## config.mk

```make
export PLATFORM = sky130hd
export DESIGN_NAME = rk4_damped_power_oscillator
export DESIGN_NICKNAME = d
export VERILOG_FILES = /design/src/rtl/core/rk4dpo_pkg.sv /design/src/rtl/core/rk4_damped_power_oscillator.sv
export VERILOG_INCLUDE_DIRS = /design/src /design/src/rtl/core
export SDC_FILE = /design/constraint.sdc
export NUM_CORES = 2
export LEC_CHECK = 0
export BUFFER_PORTS_ARGS = -buffer_cell sky130_fd_sc_hd__clkbuf_2
export CAP_MARGIN = 20
export CORE_MARGIN = 1
export CORE_UTILIZATION = 55
export CTS_BUF_LIST = sky130_fd_sc_hd__clkbuf_4 sky130_fd_sc_hd__clkbuf_8
export DETAILED_ROUTE_END_ITERATION = 7
export PLACE_DENSITY = 0.74
export SYNTH_ARGS = -nofsm -noshare
export SYNTH_HDL_FRONTEND = slang
export SYNTH_SLANG_ARGS = --single-unit
```

## constraint.sdc

```tcl
create_clock -name i_clk -period 11.3 [get_ports i_clk]
set_clock_uncertainty 0.1 [all_clocks]
set_input_delay 1.13 -clock i_clk [delete_from_list [all_inputs] [get_ports i_clk]]
set_output_delay 1.13 -clock i_clk [all_outputs]
set_load 0.005 [all_outputs]
```

## src/rtl/core/assert_macros.svh

```systemverilog
// ---------------------------------------------------------------------------
// Assertion macros
// Shared concurrent assertion helpers. Define ASSERT_OFF to remove them.
// ---------------------------------------------------------------------------
`ifndef ASSERT_MACROS_SVH
`define ASSERT_MACROS_SVH

`ifndef ASSERT_OFF

`define ASSERT_ALWAYS(lbl, clk, rst_n, expr) \
    lbl: assert property (@(posedge clk) disable iff (!rst_n) (expr)) \
        else $error("assertion failed: always");

`define ASSERT_IMPLIES(lbl, clk, rst_n, ante, cons) \
    lbl: assert property (@(posedge clk) disable iff (!rst_n) (ante) |-> (cons)) \
        else $error("assertion failed: implication");

`define ASSERT_NEXT(lbl, clk, rst_n, ante, cons) \
    lbl: assert property (@(posedge clk) disable iff (!rst_n) (ante) |=> (cons)) \
        else $error("assertion failed: next cycle");

`else

`define ASSERT_ALWAYS(lbl, clk, rst_n, expr)
`define ASSERT_IMPLIES(lbl, clk, rst_n, ante, cons)
`define ASSERT_NEXT(lbl, clk, rst_n, ante, cons)

`endif

`endif

```

## src/rtl/core/rk4dpo_pkg.sv

```systemverilog
// ---------------------------------------------------------------------------
// rk4dpo_pkg
// Word format, constants and saturating helpers of the RK4 oscillator core.
// ---------------------------------------------------------------------------
package rk4dpo_pkg;

    localparam int WORD_W = 32;
    localparam int FRAC_W = 20;
    localparam int PROD_W = 2 * WORD_W;

    localparam logic signed [WORD_W-1:0] WMAX = {1'b0, {(WORD_W-1){1'b1}}};
    localparam logic signed [WORD_W-1:0] WMIN = {1'b1, {(WORD_W-1){1'b0}}};
    localparam logic signed [WORD_W-1:0] ONE_FX = WORD_W'(1) <<< FRAC_W;
    localparam logic [PROD_W-1:0] ROUND_HALF = PROD_W'(1) << (FRAC_W - 1);

    // Division by six: q = (m * ceil(2^34 / 6)) >> 34, exact for m < 2^32.
    localparam int DIV6_SHIFT = 34;
    localparam logic [WORD_W-1:0] DIV6_RECIP = 32'hAAAA_AAAB;

    localparam logic [2:0] EXP_MAX = 3'd4;

    localparam logic [30:0] K_RESET = 31'd52428800;
    localparam logic [30:0] G_RESET = 31'd104858;
    localparam logic [20:0] H_RESET = 21'd10486;
    localparam logic [2:0]  E_RESET = 3'd1;

    typedef enum logic [1:0] {
        CFG_K_OVER_M     = 2'd0,
        CFG_GAMMA_OVER_M = 2'd1,
        CFG_STEP_SIZE    = 2'd2,
        CFG_EXPONENT     = 2'd3
    } t_cfg_index;

    typedef struct packed {
        logic signed [WORD_W-1:0] value;
        logic                     sat;
    } t_sat_word;

    function automatic logic [WORD_W-1:0] magnitude(input logic signed [WORD_W-1:0] a);
        return a[WORD_W-1] ? WORD_W'(-a) : WORD_W'(a);
    endfunction

    // Saturating a + b or a - b.
    function automatic t_sat_word sat_addsub(input logic signed [WORD_W-1:0] a,
                                             input logic signed [WORD_W-1:0] b,
                                             input logic                     sub);
        logic signed [WORD_W:0] s;
        t_sat_word              r;
        s = sub ? ({a[WORD_W-1], a} - {b[WORD_W-1], b})
                : ({a[WORD_W-1], a} + {b[WORD_W-1], b});
        r.sat = s[WORD_W] != s[WORD_W-1];
        if (r.sat) begin
            r.value = s[WORD_W] ? WMIN : WMAX;
        end else begin
            r.value = s[WORD_W-1:0];
        end
        return r;
    endfunction

    // Halving truncated toward zero.
    function automatic logic signed [WORD_W-1:0] half_tz(input logic signed [WORD_W-1:0] a);
        logic signed [WORD_W:0] t;
        t = {a[WORD_W-1], a} + (WORD_W+1)'(a[WORD_W-1]);
        return t[WORD_W:1];
    endfunction

endpackage

```

## src/rtl/core/rk4_damped_power_oscillator.sv

```systemverilog
// ---------------------------------------------------------------------------
// rk4_damped_power_oscillator
// Damped power-law oscillator advanced by one fixed-point RK4 step per advance item.
// ---------------------------------------------------------------------------
// Usage:
// Input transactions arrive on the s_axis channel. tuser[0] selects the
// operation: 0 advances position and velocity by one RK4 step, 1 loads them
// from tdata. Every input transaction yields exactly one output transaction
// on m_axis carrying the new position and velocity and a saturation flag.
// Configuration writes (k_over_m, gamma_over_m, step_size, exponent) go over
// the cfg channel, which is ready out of reset; write only while idle.
// A load passes through the done state to the output register. An advance makes
// four derivative evaluations, each raising the position to the clamped exponent
// n (0..4), the first three also forming the next evaluation point, all of them
// through the single shared 32x32 multiplier (multiply, then round and
// saturate) and saturating adder, followed by the divide by six and the update.
// s_axis_tready is high whenever the sequencer is idle out of reset, also while
// a result waits in the output register; a stalled receiver holds the finished
// result and the next item then waits at the end of its computation.
// After reset the state is zero, the configuration holds its defaults and no
// output is pending.
// ---------------------------------------------------------------------------
`include "assert_macros.svh"

module rk4_damped_power_oscillator (
    input  logic        i_clk,
    input  logic        i_rst_n,
    input  logic        s_axis_tvalid,
    output logic        s_axis_tready,
    input  logic [63:0] s_axis_tdata,   // [31:0] load_position, [63:32] load_velocity
    input  logic [0:0]  s_axis_tuser,   // [0] mode
    output logic        m_axis_tvalid,
    input  logic        m_axis_tready,
    output logic [63:0] m_axis_tdata,   // [31:0] position, [63:32] velocity
    output logic [0:0]  m_axis_tuser,   // [0] saturated
    input  logic        i_cfg_valid,
    output logic        o_cfg_ready,
    input  logic [1:0]  i_cfg_index,
    input  logic [31:0] i_cfg_data
);

    localparam int W = rk4dpo_pkg::WORD_W;

    typedef enum logic [4:0] {
        S_IDLE, S_A_MUL, S_A_RND, S_P_MUL, S_P_RND, S_K_MUL, S_K_RND, S_NEG,
        S_G_MUL, S_G_RND, S_ACC, S_B_MUL, S_B_RND, S_DBL_A, S_SUM_A, S_DBL_B,
        S_SUM_B, S_NX, S_NV, S_DIV_X, S_DIVX_RND, S_UPD_X, S_DIV_V, S_DIVV_RND,
        S_UPD_V, S_DONE
    } t_state;

    t_state r_state;

    logic [30:0] r_k_over_m;
    logic [30:0] r_gamma_over_m;
    logic [20:0] r_step_size;
    logic [2:0]  r_exponent;

    logic signed [W-1:0] r_x, r_v, r_xi, r_vi, r_p, r_t, r_acc, r_a, r_b, r_sx, r_sv;
    logic [1:0]  r_k;
    logic [2:0]  r_n;
    logic        r_sat;

    logic [rk4dpo_pkg::PROD_W-1:0] r_prod;
    logic                          r_pneg;

    logic [W-1:0] r_out_pos, r_out_vel;
    logic         r_out_sat, r_out_valid;

    logic [2:0] exp_lim;
    logic       in_acc;
    assign exp_lim = (r_exponent > rk4dpo_pkg::EXP_MAX) ? rk4dpo_pkg::EXP_MAX : r_exponent;
    assign in_acc  = s_axis_tvalid && s_axis_tready;

    assign s_axis_tready = (r_state == S_IDLE) && i_rst_n;
    assign o_cfg_ready   = i_rst_n;
    assign m_axis_tvalid = r_out_valid;
    assign m_axis_tdata  = {r_out_vel, r_out_pos};
    assign m_axis_tuser  = r_out_sat;

    // The finished result moves on once the output register is free or being emptied.
    logic out_load;
    assign out_load = (r_state == S_DONE) && (!r_out_valid || m_axis_tready);

    // Shared multiplier operands (magnitudes) and product sign.
    logic [W-1:0] mul_a, mul_b;
    logic         mul_neg;

    always_comb begin
        mul_a   = '0;
        mul_b   = '0;
        mul_neg = 1'b0;
        unique case (r_state)
            S_A_MUL: begin
                mul_a   = W'(r_step_size);
                mul_b   = rk4dpo_pkg::magnitude(r_vi);
                mul_neg = r_vi[W-1];
            end
            S_P_MUL: begin
                mul_a   = rk4dpo_pkg::magnitude(r_p);
                mul_b   = rk4dpo_pkg::magnitude(r_xi);
                mul_neg = r_p[W-1] ^ r_xi[W-1];
            end
            S_K_MUL: begin
                mul_a   = W'(r_k_over_m);
                mul_b   = rk4dpo_pkg::magnitude(r_p);
                mul_neg = r_p[W-1];
            end
            S_G_MUL: begin
                mul_a   = W'(r_gamma_over_m);
                mul_b   = rk4dpo_pkg::magnitude(r_vi);
                mul_neg = r_vi[W-1];
            end
            S_B_MUL: begin
                mul_a   = W'(r_step_size);
                mul_b   = rk4dpo_pkg::magnitude(r_acc);
                mul_neg = r_acc[W-1];
            end
            S_DIV_X: begin
                mul_a   = rk4dpo_pkg::magnitude(r_sx);
                mul_b   = rk4dpo_pkg::DIV6_RECIP;
                mul_neg = r_sx[W-1];
            end
            S_DIV_V: begin
                mul_a   = rk4dpo_pkg::magnitude(r_sv);
                mul_b   = rk4dpo_pkg::DIV6_RECIP;
                mul_neg = r_sv[W-1];
            end
            default: begin
                mul_a   = '0;
                mul_b   = '0;
                mul_neg = 1'b0;
            end
        endcase
    end

    // Round to nearest (ties away from zero) and saturate the registered product.
    logic [rk4dpo_pkg::PROD_W-1:0]        rnd_sum;
    logic [rk4dpo_pkg::PROD_W-rk4dpo_pkg::FRAC_W-1:0] rnd_mag;
    logic [W-1:0]                         rnd_limit;
    logic                                 rnd_sat;
    logic signed [W-1:0]                  rnd_val;
    logic [W-1:0]                         div_q;
    logic signed [W-1:0]                  div_val;

    always_comb begin
        rnd_sum   = r_prod + rk4dpo_pkg::ROUND_HALF;
        rnd_mag   = rnd_sum[rk4dpo_pkg::PROD_W-1:rk4dpo_pkg::FRAC_W];
        rnd_limit = r_pneg ? W'(rk4dpo_pkg::WMIN) : W'(rk4dpo_pkg::WMAX);
        rnd_sat   = rnd_mag > (rk4dpo_pkg::PROD_W-rk4dpo_pkg::FRAC_W)'(rnd_limit);
        if (rnd_sat) begin
            rnd_val = r_pneg ? rk4dpo_pkg::WMIN : rk4dpo_pkg::WMAX;
        end else if (r_pneg) begin
            rnd_val = -$signed(rnd_mag[W-1:0]);
        end else begin
            rnd_val = $signed(rnd_mag[W-1:0]);
        end
        div_q   = W'(r_prod[rk4dpo_pkg::PROD_W-1:rk4dpo_pkg::DIV6_SHIFT]);
        div_val = r_pneg ? -$signed(div_q) : $signed(div_q);
    end

    // Shared saturating adder.
    logic signed [W-1:0] add_a, add_b;
    logic                add_sub;
    rk4dpo_pkg::t_sat_word add_res;

    always_comb begin
        add_a   = '0;
        add_b   = '0;
        add_sub = 1'b0;
        unique case (r_state)
            S_NEG: begin
                add_a   = '0;
                add_b   = r_t;
                add_sub = 1'b1;
            end
            S_ACC: begin
                add_a   = r_t;
                add_b   = r_b;
                add_sub = 1'b1;
            end
            S_DBL_A: begin
                add_a = r_a;
                add_b = r_a;
            end
            S_SUM_A: begin
                add_a = r_sx;
                add_b = r_t;
            end
            S_DBL_B: begin
                add_a = r_b;
                add_b = r_b;
            end
            S_SUM_B: begin
                add_a = r_sv;
                add_b = r_t;
            end
            S_NX: begin
                add_a = r_x;
                add_b = (r_k == 2'd2) ? r_a : rk4dpo_pkg::half_tz(r_a);
            end
            S_NV: begin
                add_a = r_v;
                add_b = (r_k == 2'd2) ? r_b : rk4dpo_pkg::half_tz(r_b);
            end
            S_UPD_X: begin
                add_a = r_x;
                add_b = r_t;
            end
            S_UPD_V: begin
                add_a = r_v;
                add_b = r_t;
            end
            default: begin
                add_a   = '0;
                add_b   = '0;
                add_sub = 1'b0;
            end
        endcase
        add_res = rk4dpo_pkg::sat_addsub(add_a, add_b, add_sub);
    end

    // Middle stages weigh their k-values twice.
    logic dbl_stage;
    assign dbl_stage = (r_k == 2'd1) || (r_k == 2'd2);

    always_ff @(posedge i_clk) begin
        // Multiplier output register, loaded every cycle.
        r_prod <= mul_a * mul_b;
        r_pneg <= mul_neg;

        if (!i_rst_n) begin
            r_state        <= S_IDLE;
            r_out_valid    <= 1'b0;
            r_k_over_m     <= rk4dpo_pkg::K_RESET;
            r_gamma_over_m <= rk4dpo_pkg::G_RESET;
            r_step_size    <= rk4dpo_pkg::H_RESET;
            r_exponent     <= rk4dpo_pkg::E_RESET;
            r_x            <= '0;
            r_v            <= '0;
            r_k            <= '0;
            r_n            <= '0;
            r_sat          <= 1'b0;
        end else begin
            if (i_cfg_valid && o_cfg_ready) begin
                unique case (rk4dpo_pkg::t_cfg_index'(i_cfg_index))
                    rk4dpo_pkg::CFG_K_OVER_M:     r_k_over_m     <= i_cfg_data[30:0];
                    rk4dpo_pkg::CFG_GAMMA_OVER_M: r_gamma_over_m <= i_cfg_data[30:0];
                    rk4dpo_pkg::CFG_STEP_SIZE:    r_step_size    <= i_cfg_data[20:0];
                    rk4dpo_pkg::CFG_EXPONENT:     r_exponent     <= i_cfg_data[2:0];
                endcase
            end

            if (r_out_valid && m_axis_tready && !out_load) begin
                r_out_valid <= 1'b0;
            end

            unique case (r_state)
                S_IDLE: begin
                    if (in_acc) begin
                        r_sat <= 1'b0;
                        if (s_axis_tuser[0]) begin
                            r_x     <= s_axis_tdata[31:0];
                            r_v     <= s_axis_tdata[63:32];
                            r_state <= S_DONE;
                        end else begin
                            r_xi    <= r_x;
                            r_vi    <= r_v;
                            r_k     <= '0;
                            r_state <= S_A_MUL;
                        end
                    end
                end
                S_A_MUL: r_state <= S_A_RND;
                S_A_RND: begin
                    r_a   <= rnd_val;
                    r_sat <= r_sat | rnd_sat;
                    r_p   <= rk4dpo_pkg::ONE_FX;
                    r_n   <= '0;
                    r_state <= (exp_lim == '0) ? S_K_MUL : S_P_MUL;
                end
                S_P_MUL: r_state <= S_P_RND;
                S_P_RND: begin
                    r_p   <= rnd_val;
                    r_sat <= r_sat | rnd_sat;
                    r_n   <= r_n + 3'd1;
                    r_state <= ((r_n + 3'd1) == exp_lim) ? S_K_MUL : S_P_MUL;
                end
                S_K_MUL: r_state <= S_K_RND;
                S_K_RND: begin
                    r_t     <= rnd_val;
                    r_sat   <= r_sat | rnd_sat;
                    r_state <= S_NEG;
                end
                S_NEG: begin
                    r_t     <= add_res.value;
                    r_sat   <= r_sat | add_res.sat;
                    r_state <= S_G_MUL;
                end
                S_G_MUL: r_state <= S_G_RND;
                S_G_RND: begin
                    r_b     <= rnd_val;
                    r_sat   <= r_sat | rnd_sat;
                    r_state <= S_ACC;
                end
                S_ACC: begin
                    r_acc   <= add_res.value;
                    r_sat   <= r_sat | add_res.sat;
                    r_state <= S_B_MUL;
                end
                S_B_MUL: r_state <= S_B_RND;
                S_B_RND: begin
                    r_b     <= rnd_val;
                    r_sat   <= r_sat | rnd_sat;
                    r_state <= S_DBL_A;
                end
                S_DBL_A: begin
                    if (dbl_stage) begin
                        r_t   <= add_res.value;
                        r_sat <= r_sat | add_res.sat;
                    end else begin
                        r_t <= r_a;
                    end
                    r_state <= S_SUM_A;
                end
                S_SUM_A: begin
                    if (r_k == 2'd0) begin
                        r_sx <= r_t;
                    end else begin
                        r_sx  <= add_res.value;
                        r_sat <= r_sat | add_res.sat;
                    end
                    r_state <= S_DBL_B;
                end
                S_DBL_B: begin
                    if (dbl_stage) begin
                        r_t   <= add_res.value;
                        r_sat <= r_sat | add_res.sat;
                    end else begin
                        r_t <= r_b;
                    end
                    r_state <= S_SUM_B;
                end
                S_SUM_B: begin
                    if (r_k == 2'd0) begin
                        r_sv <= r_t;
                    end else begin
                        r_sv  <= add_res.value;
                        r_sat <= r_sat | add_res.sat;
                    end
                    r_state <= (r_k == 2'd3) ? S_DIV_X : S_NX;
                end
                S_NX: begin
                    r_xi    <= add_res.value;
                    r_sat   <= r_sat | add_res.sat;
                    r_state <= S_NV;
                end
                S_NV: begin
                    r_vi    <= add_res.value;
                    r_sat   <= r_sat | add_res.sat;
                    r_k     <= r_k + 2'd1;
                    r_state <= S_A_MUL;
                end
                S_DIV_X: r_state <= S_DIVX_RND;
                S_DIVX_RND: begin
                    r_t     <= div_val;
                    r_state <= S_UPD_X;
                end
                S_UPD_X: begin
                    r_x     <= add_res.value;
                    r_sat   <= r_sat | add_res.sat;
                    r_state <= S_DIV_V;
                end
                S_DIV_V: r_state <= S_DIVV_RND;
                S_DIVV_RND: begin
                    r_t     <= div_val;
                    r_state <= S_UPD_V;
                end
                S_UPD_V: begin
                    r_v     <= add_res.value;
                    r_sat   <= r_sat | add_res.sat;
                    r_state <= S_DONE;
                end
                S_DONE: begin
                    // Wait until the output register is free or being emptied.
                    if (out_load) begin
                        r_out_pos   <= r_x;
                        r_out_vel   <= r_v;
                        r_out_sat   <= r_sat;
                        r_out_valid <= 1'b1;
                        r_state     <= S_IDLE;
                    end
                end
                default: r_state <= S_IDLE;
            endcase
        end
    end

    `ASSERT_ALWAYS(a_pow_count, i_clk, i_rst_n, r_n <= rk4dpo_pkg::EXP_MAX)
    `ASSERT_NEXT(a_load_done, i_clk, i_rst_n, in_acc && s_axis_tuser[0], r_state == S_DONE)
    `ASSERT_IMPLIES(a_div_last, i_clk, i_rst_n, r_state == S_DIV_X, r_k == 2'd3)
    `ASSERT_NEXT(a_done_out, i_clk, i_rst_n, out_load, r_out_valid && (r_state == S_IDLE))

endmodule

```

Word level (Yosys, flattened, before mapping)
Index checks and enable logic that the tools add are counted.
{"block": "classes", "n_addsub": 15, "mul": 1, "magnitude_cmp": 2, "n_eq_ne": 39, "mux": 57, "bitwise": 3, "n_reduce_logical": 54}
{"cell": "2-to-1 mux 32 bit", "n": 25}
{"cell": "case mux 32 bit (5 select lines)", "n": 3}
{"cell": "case mux 32 bit (2 select lines)", "n": 5}
{"cell": "negation 32 bit", "n": 7}
{"cell": "case mux 32 bit (7 select lines)", "n": 1}
{"cell": "case mux 32 bit (6 select lines)", "n": 1}
{"cell": "case mux 5 bit (26 select lines)", "n": 1}
{"cell": "adder 32 x 2 -> 33 bit", "n": 2}
{"cell": "adder 64 x 20 -> 64 bit, second input constant", "n": 1}
{"cell": "multiplier 32 x 32 -> 64 bit", "n": 1}
{"cell": "equality test 5 bit, second input constant", "n": 10}
{"cell": "> comparator 44 x 32 -> 1 bit", "n": 1}
{"cell": "equality test 5 x 4 -> 1 bit, second input constant", "n": 8}
{"cell": "adder 32 x 32 -> 33 bit", "n": 1}
{"cell": "2-to-1 mux 33 bit", "n": 1}
{"cell": "subtractor 32 x 32 -> 33 bit", "n": 1}
{"cell": "negation 30 -> 32 bit", "n": 1}
{"cell": "AND reduction 2 bit", "n": 12}
{"cell": "OR reduction 2 bit", "n": 11}
{"cell": "equality test 5 x 3 -> 1 bit, second input constant", "n": 4}
{"cell": "2-to-1 mux 5 bit", "n": 3}
{"cell": "AND reduction 3 bit", "n": 4}
{"cell": "AND reduction 4 bit", "n": 3}
{"cell": "equality test 5 x 2 -> 1 bit, second input constant", "n": 2}
{"cell": "29 further kinds", "n": 62}
{"block": "totals", "regBits": 580, "output_inout_bits": 68, "wordCells": 196}

Longest topological paths before layout
{"block": "logic_depth", "depth_word": 9, "ltp_mapped": 41}

Worst setup path after synthesis
Ideal clock, no wire load.
{"block": "synth_timing", "kind": "flip-flop to flip-flop", "start": "register r_acc[4]", "end": "register r_prod[63] (netlist name)", "setup_time_ns": 0.072, "t_arrival_ns": 10.883, "required_time_ns": 11.128, "slack_ns": 0.245, "path_stages_with_launch": 40, "n_path_buf": 2, "period_less_slack_ns": 11.055, "path_cell_list": "edfxtp_1 > or4_1 > or4_1 > or2_1 > or3_4 > nand2b_4 > or4_4 > or4_4 > o31ai_4 > xor2_1 > nor2_1 > nor4_2 > buf_2 > nor2_1 > fa_1 > fa_1 > inv_1 > fa_1 > [4 not listed] > fa_1 > inv_1 > fa_1 > inv_1 > ha_1 > clkbuf_1 > a21o_1 > a21o_1 > a21oi_1 > o21ai_0 > a21oi_1 > o21a_1 > o41ai_1 > a21o_1 > a221oi_1 > nor2b_1 > a221oi_1 > xnor2_1"}
{"block": "synth_between", "elab_chain_len": 4}
{"element": "start: declaration", "line": "rk4_damped_power_oscillator.sv:58", "rtl": "logic signed [W-1:0] r_x, r_v, r_xi, r_vi, r_p, r_t, r_acc, r_a, r_b, r_sx, r_sv;"}
{"element": "start signal: assignment", "line": "rk4_damped_power_oscillator.sv:306", "rtl": "r_acc <= add_res.value;"}
{"element": "negation 32 bit", "line": "rk4dpo_pkg.sv:40", "rtl": "return a[WORD_W-1] ? WORD_W'(-a) : WORD_W'(a);"}
{"element": "2-to-1 mux 32 bit *", "line": "rk4dpo_pkg.sv:40"}
{"element": "case mux 32 bit (5 select lines) *", "line": "rk4_damped_power_oscillator.sv:92", "rtl": "unique case (r_state)"}
{"element": "multiplier 32 x 32 -> 64 bit *", "line": "rk4_damped_power_oscillator.sv:228", "rtl": "r_prod <= mul_a * mul_b;"}
{"element": "end signal: assignment", "line": "rk4_damped_power_oscillator.sv:228"}
{"element": "end: declaration", "line": "rk4_damped_power_oscillator.sv:63", "rtl": "logic [rk4dpo_pkg::PROD_W-1:0] r_prod;"}
Mark *: on every way between the ends. The rest lies on a longest branch, timed or not.
A chain may end at the register's enable or synchronous reset.

Worst setup path after layout
Same ends and word-level chain as after synthesis.

==> run summary <==
port bufs: 170
post-synthesis xor/xnor area fraction: 0.0488
violated checks: DRC
Mapped Cells: 7969
Horiz. Die Dim: 356 µm
Net Switching: 15.5 mW
Max Clk Rate: 0.0892 GHz
placement-stage cell area: 74700 µm²
worst min path class: flop to flop
asr flop ratio synth: 0
clock slew at reported path FFs: 0.07 ns
post-synthesis mux area share: 0.0116
first-pass GRT wire length: 424000 µm
simple-gate share of the synthesized area: 0.180
CP required: 11.88 ns
Vias/cell: 6.42
CTS tree: built
pwr/cell area: 326 nW/µm²
cts bufs inserted: 93
Mapped Avg Cell Area: 8.63 µm²
Synth Register Bits: 561
largest family of logic cells by synthesized area: adder cells
Die Height: 356 µm
crit path launch type: flop
Max stage delay on crit path: 0.57 ns
CP arrival: 11.79 ns
Reg power frac: 0.136
Initial DRT Pass Iterations: 8
pin count of the biggest net entering global routing: 66
fin crit period: 11.21 ns
synth warn: 0
H-tree Lvls: 3
cell at the slowest stage of the critical path: fa_1
Worst VDD drop: 1310 µV
CTS max path bufs: 3
Synth Area in Adders: 0.323
Initial Util: 0.555
Root Driver: clkbuf_8
Final nets: 9663
DRT antenna net count: 0
sw frac: 0.613
setup ws final: 0.0900 ns
unrepaired setup endpoints after global routing: yes
GRT Util Overall: 0.464
Top-Level Pins: 172
final hold vios: 0
Worst-Margin Slew: 1.44 ns
synthesized area: 68800 µm²
Cell Int Power: 9.78 mW
Slew Viols, Final: 0
syn_nets: 9310
worst hold slack: 0.355 ns
status: finished, violations left
max-cap violation count: 0
Area Growth Syn to Fin: 12.9%
Site Rows: 129
drc violations: 16
Die ar.: 126000 µm²
Crit Path Category: flop to flop
Detailed Route WL: 294000 µm
CP Capture Type: flop
routability cong.: 1.13
Core ar.: 124000 µm²
number of global-route vias before repair: 62500
DP Worst Slack: -0.819 ns
Largest Register: r_prod
Rel. slew slack: 0.0392
share of layout cells above drive strength 1: 0.143
clock latency at the later pin of the worst-skew pair: 0.81 ns
Starting DRT DRC Count: 8918
Setup Viol. Count Final: 0
hpwl dp: 233000 µm
final instance area: 77600 µm²
Crit Path Max Fanout: 6
max FFs per register: 45
Compound-Gate Fraction of Synth Area: 0.133
initial antenna violation count: 24
number of synthesized flops with an enable pin: 353
clock share of power: 0.083
post-synth cell types: 96
Post-CTS Hold Fix Bufs: 0
final worst-path cycle share: 0.992
post-synthesis sequential area ratio: 0.215
vias after detailed routing: 64600
drt wl/cell: 29.2 µm
Power, Total: 25.3 mW
gr ovfl total: 0
Combinational Power Share: 0.781
P_leak: 35.1 nW
TritonCTS Sinks: 561
Primary FF master, synth: edfxtp_1
[final timing paths]
kind	from	to	slack [ns]	cells after the start
worst max-delay path	r_acc[4]$_DFFE_PP_	r_prod[63]$_DFF_P_	0.09	37
worst max register to register	r_acc[4]$_DFFE_PP_	r_prod[63]$_DFF_P_	0.09	37
worst min-delay path	r_k_over_m[26]$_SDFFE_PN0P_	r_k_over_m[26]$_SDFFE_PN0P_	0.35	2
worst min register to register	r_k_over_m[26]$_SDFFE_PN0P_	r_k_over_m[26]$_SDFFE_PN0P_	0.35	2
[metrics by stage]
| step | setup TNS (ns) | cells | util |
|---|---|---|---|
| after floorplan | 0 | 7969 | - |
| after global placement | -6.65 | 9833 | 0.603 |
| after detailed placement | -6.78 | 9838 | 0.603 |
| after CTS | 0 | 10000 | 0.622 |
| after global routing | -0.957 | 10000 | 0.627 |
| final | 0 | 10100 | 0.627 |
[placed cells by master (no fill, tap or decap), types with 89 or more instances in the layout]
master	count
o21ai_0	346
xnor2_1	151
nor2_1	799
edfxtp_1	353
dfxtp_1	206
fa_1	875
inv_1	1115
a21oi_1	280
nand2_1	1068
ha_1	332
clkbuf_8	111
nor3_1	89
xor2_1	231
clkbuf_2	170
buf_4	526
nand3_1	125
[cell type report]
class | instances | area (µm²)
Inverter | 1130 | 4240
Tap cell | 1637 | 2050
Fill cell | 10600 | 46200
Multi-Input combinational cell | 5799 | 48900
Clock inverter | 37 | 420
Antenna cell | 17 | 42.5
Sequential cell | 561 | 14800
Clock buffer | 137 | 1720
Timing Repair Buffer | 737 | 5500
[power groups by stage]
stage	Combinational (mW)	Clock [mW]	Sequential, mW
6_report	19.7	2.10	3.45
5_1_grt	20.2	2.17	3.42
3_5_place_dp	18.0	0	3.41
2_1_floorplan	9.52	0	3.05
3_3_place_gp	17.8	0	3.41
4_1_cts	18.1	2.09	3.37
[repair_timing]
| action | 4_1_cts | 5_1_grt |
|---|---|---|
| resized for setup | 20 | 105 |
| pin swaps | 17 | 88 |
| setup endpoints to repair | 20 | 26 |
| buffers inserted | 3 | 17 |
| gates cloned | 0 | 0 |
| endpoints found under the hold margin | 0 | 0 |
[cell families after synthesis]
| kind of cell | Yosys count |
|---|---|
| AOI/OAI and AO/OA | 1372 |
| xor gates and xnor gates | 383 |
| adders and majority gates | 1240 |
| buffers and inverters | 1609 |
| DFF | 561 |
| muxes | 75 |
| and+or+nand+nor | 2729 |
[worst max-delay path: cells and delay by family, from the launching register on]
kind,cells,cell delay [ns]
compound gates,10,1.72
xor+xnor,2,0.32
fa+ha+maj,9,4.49
buf+inv,5,0.56
flops,1,0.40
simple gates,11,3.51
[cell usage after synthesis, types with 17 or more instances]
cell type	number	share of area
o211ai_1	32	0.0035
a211oi_1	24	0.0026
o21bai_1	23	0.0025
nor2b_1	49	0.0045
o31ai_1	65	0.0071
o21ai_0	352	0.026
and3_1	49	0.0045
a21o_1	74	0.0081
ha_1	341	0.062
o221ai_1	18	0.0023
nor2_1	812	0.044
nand4_1	76	0.0069
buf_1	22	0.0012
a221o_1	17	0.0025
a21oi_1	296	0.022
or3_1	54	0.0049
mux2i_1	35	0.0051
o41ai_1	32	0.0041
mux2_2	40	0.0066
and4_1	18	0.0023
inv_1	1127	0.062
fa_1	896	0.26
a221oi_1	44	0.0056
a22oi_1	42	0.0046
edfxtp_1	353	0.15
buf_2	27	0.0020
nand2b_1	57	0.0052
or4_1	72	0.0079
xor2_1	232	0.030
nor3_1	117	0.0085
xnor2_1	151	0.019
nand3_1	125	0.0091
or2_2	31	0.0028
and2_1	64	0.0058
clkbuf_1	427	0.023
a22o_1	19	0.0024
dfxtp_1	208	0.061
nand2_1	1073	0.059
a31oi_1	39	0.0035
o22ai_1	42	0.0038
a2111oi_0	29	0.0037
a222oi_1	69	0.010
o21a_1	26	0.0028
nor4_1	67	0.0061
[metal layers]
| layer | wire (µm) | track usage | up-vias |
|---|---|---|---|
| met5 | 150 | 0.00604 | - |
| met4 | 27500 | 0.359 | 14 |
| met3 | 39100 | 0.147 | 1108 |
| met2 | 123000 | 0.668 | 4605 |
| met1 | 104000 | 0.578 | 31700 |
| li1 | - | - | 27200 |
Power figures use the tool's default switching activity.
